$ cat config.mk
export PLATFORM = sky130hd
export DESIGN_NAME = smvn_ctrl
export DESIGN_NICKNAME = d
export VERILOG_FILES = /design/src/hw/rtl/smvn_pkg.sv /design/src/hw/rtl/smvn_ctrl.sv
export SDC_FILE = /design/constraint.sdc
export NUM_CORES = 1
export LEC_CHECK = 0
export BUFFER_PORTS_ARGS = -buffer_cell sky130_fd_sc_hd__buf_4
export CORE_MARGIN = 4
export CORE_UTILIZATION = 54
export CTS_CLUSTER_DIAMETER = 30
export DETAILED_ROUTE_END_ITERATION = 12
export PLACE_DENSITY = 0.85
export SYNTH_ARGS = -nofsm -noshare
export SYNTH_HDL_FRONTEND = slang
export SYNTH_SLANG_ARGS = --single-unit
$ cat constraint.sdc
create_clock -name clk -period 2.2 [get_ports clk]
set_input_delay 0.33 -clock clk [delete_from_list [all_inputs] [get_ports clk]]
set_output_delay 0.33 -clock clk [all_outputs]
set_load 0.005 [all_outputs]
$ cat src/hw/rtl/smvn_pkg.sv
// Types and constants of the smoothed value noise block.
// Used by smvn_ctrl, smvn_datapath and the top level; depends on nothing.
package smvn_pkg;

    localparam int MA_W   = 36;
    localparam int MB_W   = 33;
    localparam int MP_W   = MA_W + MB_W;
    localparam int CRN_W  = 36;
    localparam int CRV_W  = 29;
    localparam int VAL_W  = 24;
    localparam int AMP_W  = 32;
    localparam int SUM_W  = 44;
    localparam int FR_W   = 18;
    localparam int ACC_W  = 66;
    localparam int OCT_CMD_W = 4;

    localparam int CFG_IDX_W  = 3;
    localparam int CFG_DATA_W = 31;

    localparam logic [31:0] HASH_YMUL = 32'd57;
    localparam logic [31:0] HASH_C2   = 32'd15731;
    localparam logic [31:0] HASH_C3   = 32'd789221;
    localparam logic [31:0] HASH_C4   = 32'd1376312589;
    localparam logic [31:0] HASH_MASK = 32'h7fffffff;
    localparam logic [31:0] LAT_ONE   = 32'h40000000;
    localparam logic [AMP_W-1:0] AMP_ONE = AMP_W'(65536);

    typedef enum logic [CFG_IDX_W-1:0] {
        CFG_PERSISTENCE = 3'd0,
        CFG_BASE_FREQ   = 3'd1,
        CFG_OUTPUT_GAIN = 3'd2,
        CFG_OCT_COUNT   = 3'd3,
        CFG_SEED_OFFSET = 3'd4
    } cfg_idx_t;

    typedef enum logic [4:0] {
        OP_NONE,
        OP_MUL_SX,
        OP_SCALE_X,
        OP_SCALE_Y,
        OP_HASH_SQ,
        OP_HASH_POLY,
        OP_HASH_MUL,
        OP_HASH_ACC,
        OP_CURVE_SQ,
        OP_CURVE_CUBE,
        OP_CURVE_STORE,
        OP_BLEND_0,
        OP_BLEND_1,
        OP_BLEND_2,
        OP_TERM,
        OP_SUM_AMP,
        OP_AMP,
        OP_FIN_LO,
        OP_FIN_HI,
        OP_FIN_OUT
    } op_t;

    typedef struct packed {
        op_t                  op;
        logic [1:0]           sel;
        logic [3:0]           pt;
        logic [OCT_CMD_W-1:0] oct;
    } cmd_t;

endpackage

$ cat src/hw/rtl/smvn_ctrl.sv
// Sequencer of the smoothed value noise block: octave, lattice point and step counters.
// Depends on smvn_pkg; drives smvn_datapath through smvn_pkg::cmd_t.
module smvn_ctrl #(
    parameter int MAX_OCTAVES = 8
) (
    input  logic              clk,
    input  logic              rst_n,
    input  logic              start,
    input  logic [3:0]        octave_count,
    output logic              busy,
    output logic              done,
    output smvn_pkg::cmd_t    cmd
);

    localparam int OCT_W = $clog2(MAX_OCTAVES + 1);

    typedef enum logic [4:0] {
        S_IDLE, S_SX, S_SY, S_SCL,
        S_H0, S_H1, S_H2, S_H3,
        S_C0, S_C1, S_C2,
        S_B0, S_B1, S_B2,
        S_T0, S_T1, S_T2,
        S_F0, S_F1, S_F2
    } state_t;

    state_t             state_reg;
    logic [OCT_W-1:0]   k_reg;
    logic [OCT_W-1:0]   cnt_reg;
    logic [3:0]         pt_reg;
    logic [1:0]         sel_reg;
    logic               busy_reg;
    logic               done_reg;
    logic [OCT_W-1:0]   cnt_next;

    always_comb
    begin
        if (32'(octave_count) > MAX_OCTAVES)
        begin
            cnt_next = OCT_W'(MAX_OCTAVES);
        end
        else
        begin
            cnt_next = OCT_W'(octave_count);
        end
    end

    always_ff @(posedge clk or negedge rst_n)
    begin
        if (!rst_n)
        begin
            state_reg <= S_IDLE;
            k_reg     <= '0;
            cnt_reg   <= '0;
            pt_reg    <= '0;
            sel_reg   <= '0;
            busy_reg  <= 1'b0;
            done_reg  <= 1'b0;
        end
        else
        begin
            done_reg <= 1'b0;
            unique case (state_reg)
                S_IDLE:
                begin
                    if (start)
                    begin
                        busy_reg <= 1'b1;
                        cnt_reg  <= cnt_next;
                        k_reg    <= '0;
                        state_reg <= (cnt_next == '0) ? S_F0 : S_SX;
                    end
                end
                S_SX:  state_reg <= S_SY;
                S_SY:  state_reg <= S_SCL;
                S_SCL:
                begin
                    pt_reg    <= '0;
                    state_reg <= S_H0;
                end
                S_H0:  state_reg <= S_H1;
                S_H1:  state_reg <= S_H2;
                S_H2:  state_reg <= S_H3;
                S_H3:
                begin
                    if (pt_reg == 4'hf)
                    begin
                        sel_reg   <= '0;
                        state_reg <= S_C0;
                    end
                    else
                    begin
                        pt_reg    <= pt_reg + 4'd1;
                        state_reg <= S_H0;
                    end
                end
                S_C0:  state_reg <= S_C1;
                S_C1:  state_reg <= S_C2;
                S_C2:
                begin
                    sel_reg <= sel_reg + 2'd1;
                    state_reg <= (sel_reg == 2'd3) ? S_B0 : S_C0;
                end
                S_B0:  state_reg <= S_B1;
                S_B1:  state_reg <= S_B2;
                S_B2:
                begin
                    sel_reg <= (sel_reg == 2'd2) ? 2'd0 : sel_reg + 2'd1;
                    state_reg <= (sel_reg == 2'd2) ? S_T0 : S_B0;
                end
                S_T0:  state_reg <= S_T1;
                S_T1:  state_reg <= S_T2;
                S_T2:
                begin
                    k_reg <= k_reg + OCT_W'(1);
                    state_reg <= ((k_reg + OCT_W'(1)) == cnt_reg) ? S_F0 : S_SX;
                end
                S_F0:  state_reg <= S_F1;
                S_F1:  state_reg <= S_F2;
                S_F2:
                begin
                    busy_reg  <= 1'b0;
                    done_reg  <= 1'b1;
                    state_reg <= S_IDLE;
                end
                default: state_reg <= S_IDLE;
            endcase
        end
    end

    always_comb
    begin
        cmd.sel = sel_reg;
        cmd.pt  = pt_reg;
        cmd.oct = smvn_pkg::OCT_CMD_W'(k_reg);
        unique case (state_reg)
            S_SX:    cmd.op = smvn_pkg::OP_MUL_SX;
            S_SY:    cmd.op = smvn_pkg::OP_SCALE_X;
            S_SCL:   cmd.op = smvn_pkg::OP_SCALE_Y;
            S_H0:    cmd.op = smvn_pkg::OP_HASH_SQ;
            S_H1:    cmd.op = smvn_pkg::OP_HASH_POLY;
            S_H2:    cmd.op = smvn_pkg::OP_HASH_MUL;
            S_H3:    cmd.op = smvn_pkg::OP_HASH_ACC;
            S_C0:    cmd.op = smvn_pkg::OP_CURVE_SQ;
            S_C1:    cmd.op = smvn_pkg::OP_CURVE_CUBE;
            S_C2:    cmd.op = smvn_pkg::OP_CURVE_STORE;
            S_B0:    cmd.op = smvn_pkg::OP_BLEND_0;
            S_B1:    cmd.op = smvn_pkg::OP_BLEND_1;
            S_B2:    cmd.op = smvn_pkg::OP_BLEND_2;
            S_T0:    cmd.op = smvn_pkg::OP_TERM;
            S_T1:    cmd.op = smvn_pkg::OP_SUM_AMP;
            S_T2:    cmd.op = smvn_pkg::OP_AMP;
            S_F0:    cmd.op = smvn_pkg::OP_FIN_LO;
            S_F1:    cmd.op = smvn_pkg::OP_FIN_HI;
            S_F2:    cmd.op = smvn_pkg::OP_FIN_OUT;
            default: cmd.op = smvn_pkg::OP_NONE;
        endcase
    end

    assign busy = busy_reg;
    assign done = done_reg;

endmodule

==> flow_metrics.tcl <==
set metrics [dict create \
    status "completed" \
    fin_cells 194 \
    root_buffer "clkbuf_4" \
    place_inst 189 \
    path_clk_slew_ns 0.12 \
    fin_skew_ns 0.00129 \
    synth_area_um2 1310 \
    grt_antenna_before_repair 0 \
    hpwl_um 2050 \
    port_buffers 23 \
    largest_reg_flops 5 \
    clock_path_buffers 2 \
    grt_max_degree 22 \
    drt-total-wl_um 2620 \
    htree_levels 1 \
    core_um2 2250 \
    p_clk_frac 0.114 \
    p_leak_nw 0.697 \
    worst-endpoint-required_ns 1.87 \
    dieArea_um2 3270 \
    routabilityCongestion 0.838 \
    hold_buffers 1 \
    num-fill-cells 182 \
    finalCritPeriodShare 0.935 \
    ant_nets 0 \
    regArea_um2 526 \
    rsz0062_at_grt "false" \
    nNetsFinal 180 \
    drtIter0Drc 29 \
    cts_tree "done" \
    p_int_mw 0.965 \
    overflow 0 \
    endpoint_kind "primary output" \
    grt_pass1_vias 1021 \
    drive_above_1_share 0.211 \
    setup_tns_ns 0 \
    p_seq_frac 0.453 \
    cts_resized 0 \
    avgSynthCellArea_um2 9.08 \
    peakVddDrop_mv 0.693 \
    layout_commonest_cell "buf_4" \
    hold_viol_final 0 \
    rows 17 \
    critPathArrivalTime_ns 1.73 \
    worstMarginPinSlew_ns 0.591 \
    grt.total_usage 0.174 \
    ios 24 \
    path_class "reg2out" \
    clock.fmax_mhz 486 \
    hp-class "in2reg" \
    yosysUniqueCellTypes 44 \
    p_sw_frac 0.415 \
    p_per_area_nw_per_um2 1080 \
    wl_per_cell_um 13.5 \
    drc_errors 0 \
    cp_max_fo 17 \
    num_vias 1092 \
    path_cells "or2_2, a21boi_0, buf_4" \
    layout_common_cells "buf_4, dfrtp_1, nand2_1" \
    die_height_um 57.2 \
    ys_seq_area_frac 0.402 \
    setup_violations 0 \
    cts_sinks 21 \
    maxSlewHeadroom 0.606 \
    start_util 0.580 \
    cp-start-kind "register" \
    ys_seq_elements 21 \
    drtPass1Iterations 5 \
    period_minus_slack_ns 2.06 \
    drv_cap 0 \
    post-cts-setup-buffers 0 \
    dp_slack_ns 0.435 \
    netlist_instances 144 \
    ys.warnings.count 0 \
    p_sw_mw 0.685 \
    grt_first_pass_wirelength_um 4540 \
    avgViaCountPerCell 5.63 \
    layout_setup_ws_ns 0.144 \
    slew_viol_final 0 \
    final_util 0.675 \
    slowest_stage "dfrtp_1" \
    combPwrFrac 0.433 \
    critPathMaxStageDelay_ns 0.62 \
    n_antenna_cell 0 \
    syn_to_final_growth_pct 16.4 \
    insertion_delay_ns 0.30 \
    cts_buffers 3 \
    dieWidth_um 57.2 \
    syn-num-nets 157 \
    p_total_mw 1.65 \
    multiInputGateArea_um2 706 \
]
==> layout make-up <==
type	instances	area share
well taps	28	0.0230
clock inverters	1	0.00329
inverters	10	0.0247
repair buffers	25	0.125
flip-flops and latches	21	0.345
clock buffers	3	0.0148
multi-input cells	106	0.464
==> logic make-up (layout without fill, tap and decap cells) <==
| family | Yosys count | count (layout) | share of synthesized area |
|---|---|---|---|
| simple gates | 52 | 52 | 0.232 |
| compound gates | 39 | 39 | 0.189 |
| flops | 21 | 21 | 0.402 |
| buf+inv | 17 | 39 | 0.0584 |
| xor+xnor | 8 | 8 | 0.0536 |
| fa+ha+maj | 6 | 6 | 0.0574 |
| mux | 1 | 1 | 0.00861 |
==> through the flow <==
stage / hold slack, ns / instance area (um2)
final: 0.261 / 1520
after global routing: 0.260 / 1520
after CTS: 0.252 / 1520
after detailed placement: 0.226 / 1480
after global placement: 0.227 / 1480
after floorplan: 0.0344 / 1310
==> synth_stat cells <==
cell type / number / share of area
nor4_1: 1 / 0.0048
inv_1: 10 / 0.029
or3_1: 2 / 0.0096
o21bai_1: 2 / 0.011
a22o_1: 2 / 0.013
nand2_1: 15 / 0.043
mux2_1: 1 / 0.0086
a31oi_1: 1 / 0.0048
nand2b_1: 4 / 0.019
a211oi_1: 1 / 0.0057
nor3_2: 1 / 0.0077
nor2_2: 1 / 0.0048
a41oi_1: 1 / 0.0067
xnor2_1: 4 / 0.027
o221ai_1: 1 / 0.0067
o2bb2ai_1: 1 / 0.0067
o211ai_1: 1 / 0.0057
a21o_1: 1 / 0.0057
or2_2: 1 / 0.0048
nor2_1: 6 / 0.017
o22a_1: 1 / 0.0067
and3_1: 2 / 0.0096
buf_2: 4 / 0.015
buf_6: 1 / 0.0086
xor2_1: 4 / 0.027
a21oi_1: 10 / 0.038
clkbuf_1: 2 / 0.0057
nor3_1: 2 / 0.0077
a21boi_0: 2 / 0.011
or4_4: 1 / 0.0086
a22oi_1: 1 / 0.0057
nor3b_1: 1 / 0.0057
o21ai_1: 1 / 0.0038
a21oi_2: 1 / 0.0067
dfrtp_1: 21 / 0.40
and4b_1: 1 / 0.0077
nor2b_1: 1 / 0.0048
nand3_4: 1 / 0.013
ha_1: 6 / 0.057
nand3_1: 10 / 0.038
o21ai_0: 11 / 0.042
nor2_8: 1 / 0.015
and4bb_1: 1 / 0.0096
a2bb2oi_1: 1 / 0.0067
==> critical path, delay by kind of cell, from the launching register on <==
family	cells	cell delay, ns
and+or+nand+nor	1	0.42
DFF	1	0.62
AOI/OAI and AO/OA	1	0.23
buffers and inverters	1	0.15
==> power groups by stage <==
stage               sequential, mW  combinational [mW]  clock, mW
finish                       0.748               0.715      0.188
global route                 0.782               0.820      0.209
CTS                          0.746               0.726      0.195
detailed placement           0.754               0.724          0
global placement             0.743               0.695          0
floorplan                    0.652               0.555          0
==> worst paths after layout <==
check / cells after the start / end / startpoint / slack, ns
min reg2reg: 2 / cnt_reg[0] / cnt_reg[0] / 0.52
max reg2reg: 4 / sel_reg[1] / state_reg[2] / 0.40
max in group asynchronous: 2 / k_reg[0] / rst_n / 1.57
min in group asynchronous: 2 / pt_reg[2] / rst_n / 0.42
max: 3 / cmd[10] / state_reg[2] / 0.14
min: 2 / cnt_reg[3] / octave_count[3] / 0.26
==> routing by layer <==
metal,wire length (um),share of wire,global-route usage,vias up
li1,-,-,-,546
met1,1170,0.45,0.239,516
met2,1310,0.50,0.284,28
met3,121,0.046,0.0204,2
met4,14,0.0053,0.0596,0
met5,0,0,0,-
Note: power is estimated with default switching activity, not from simulation.
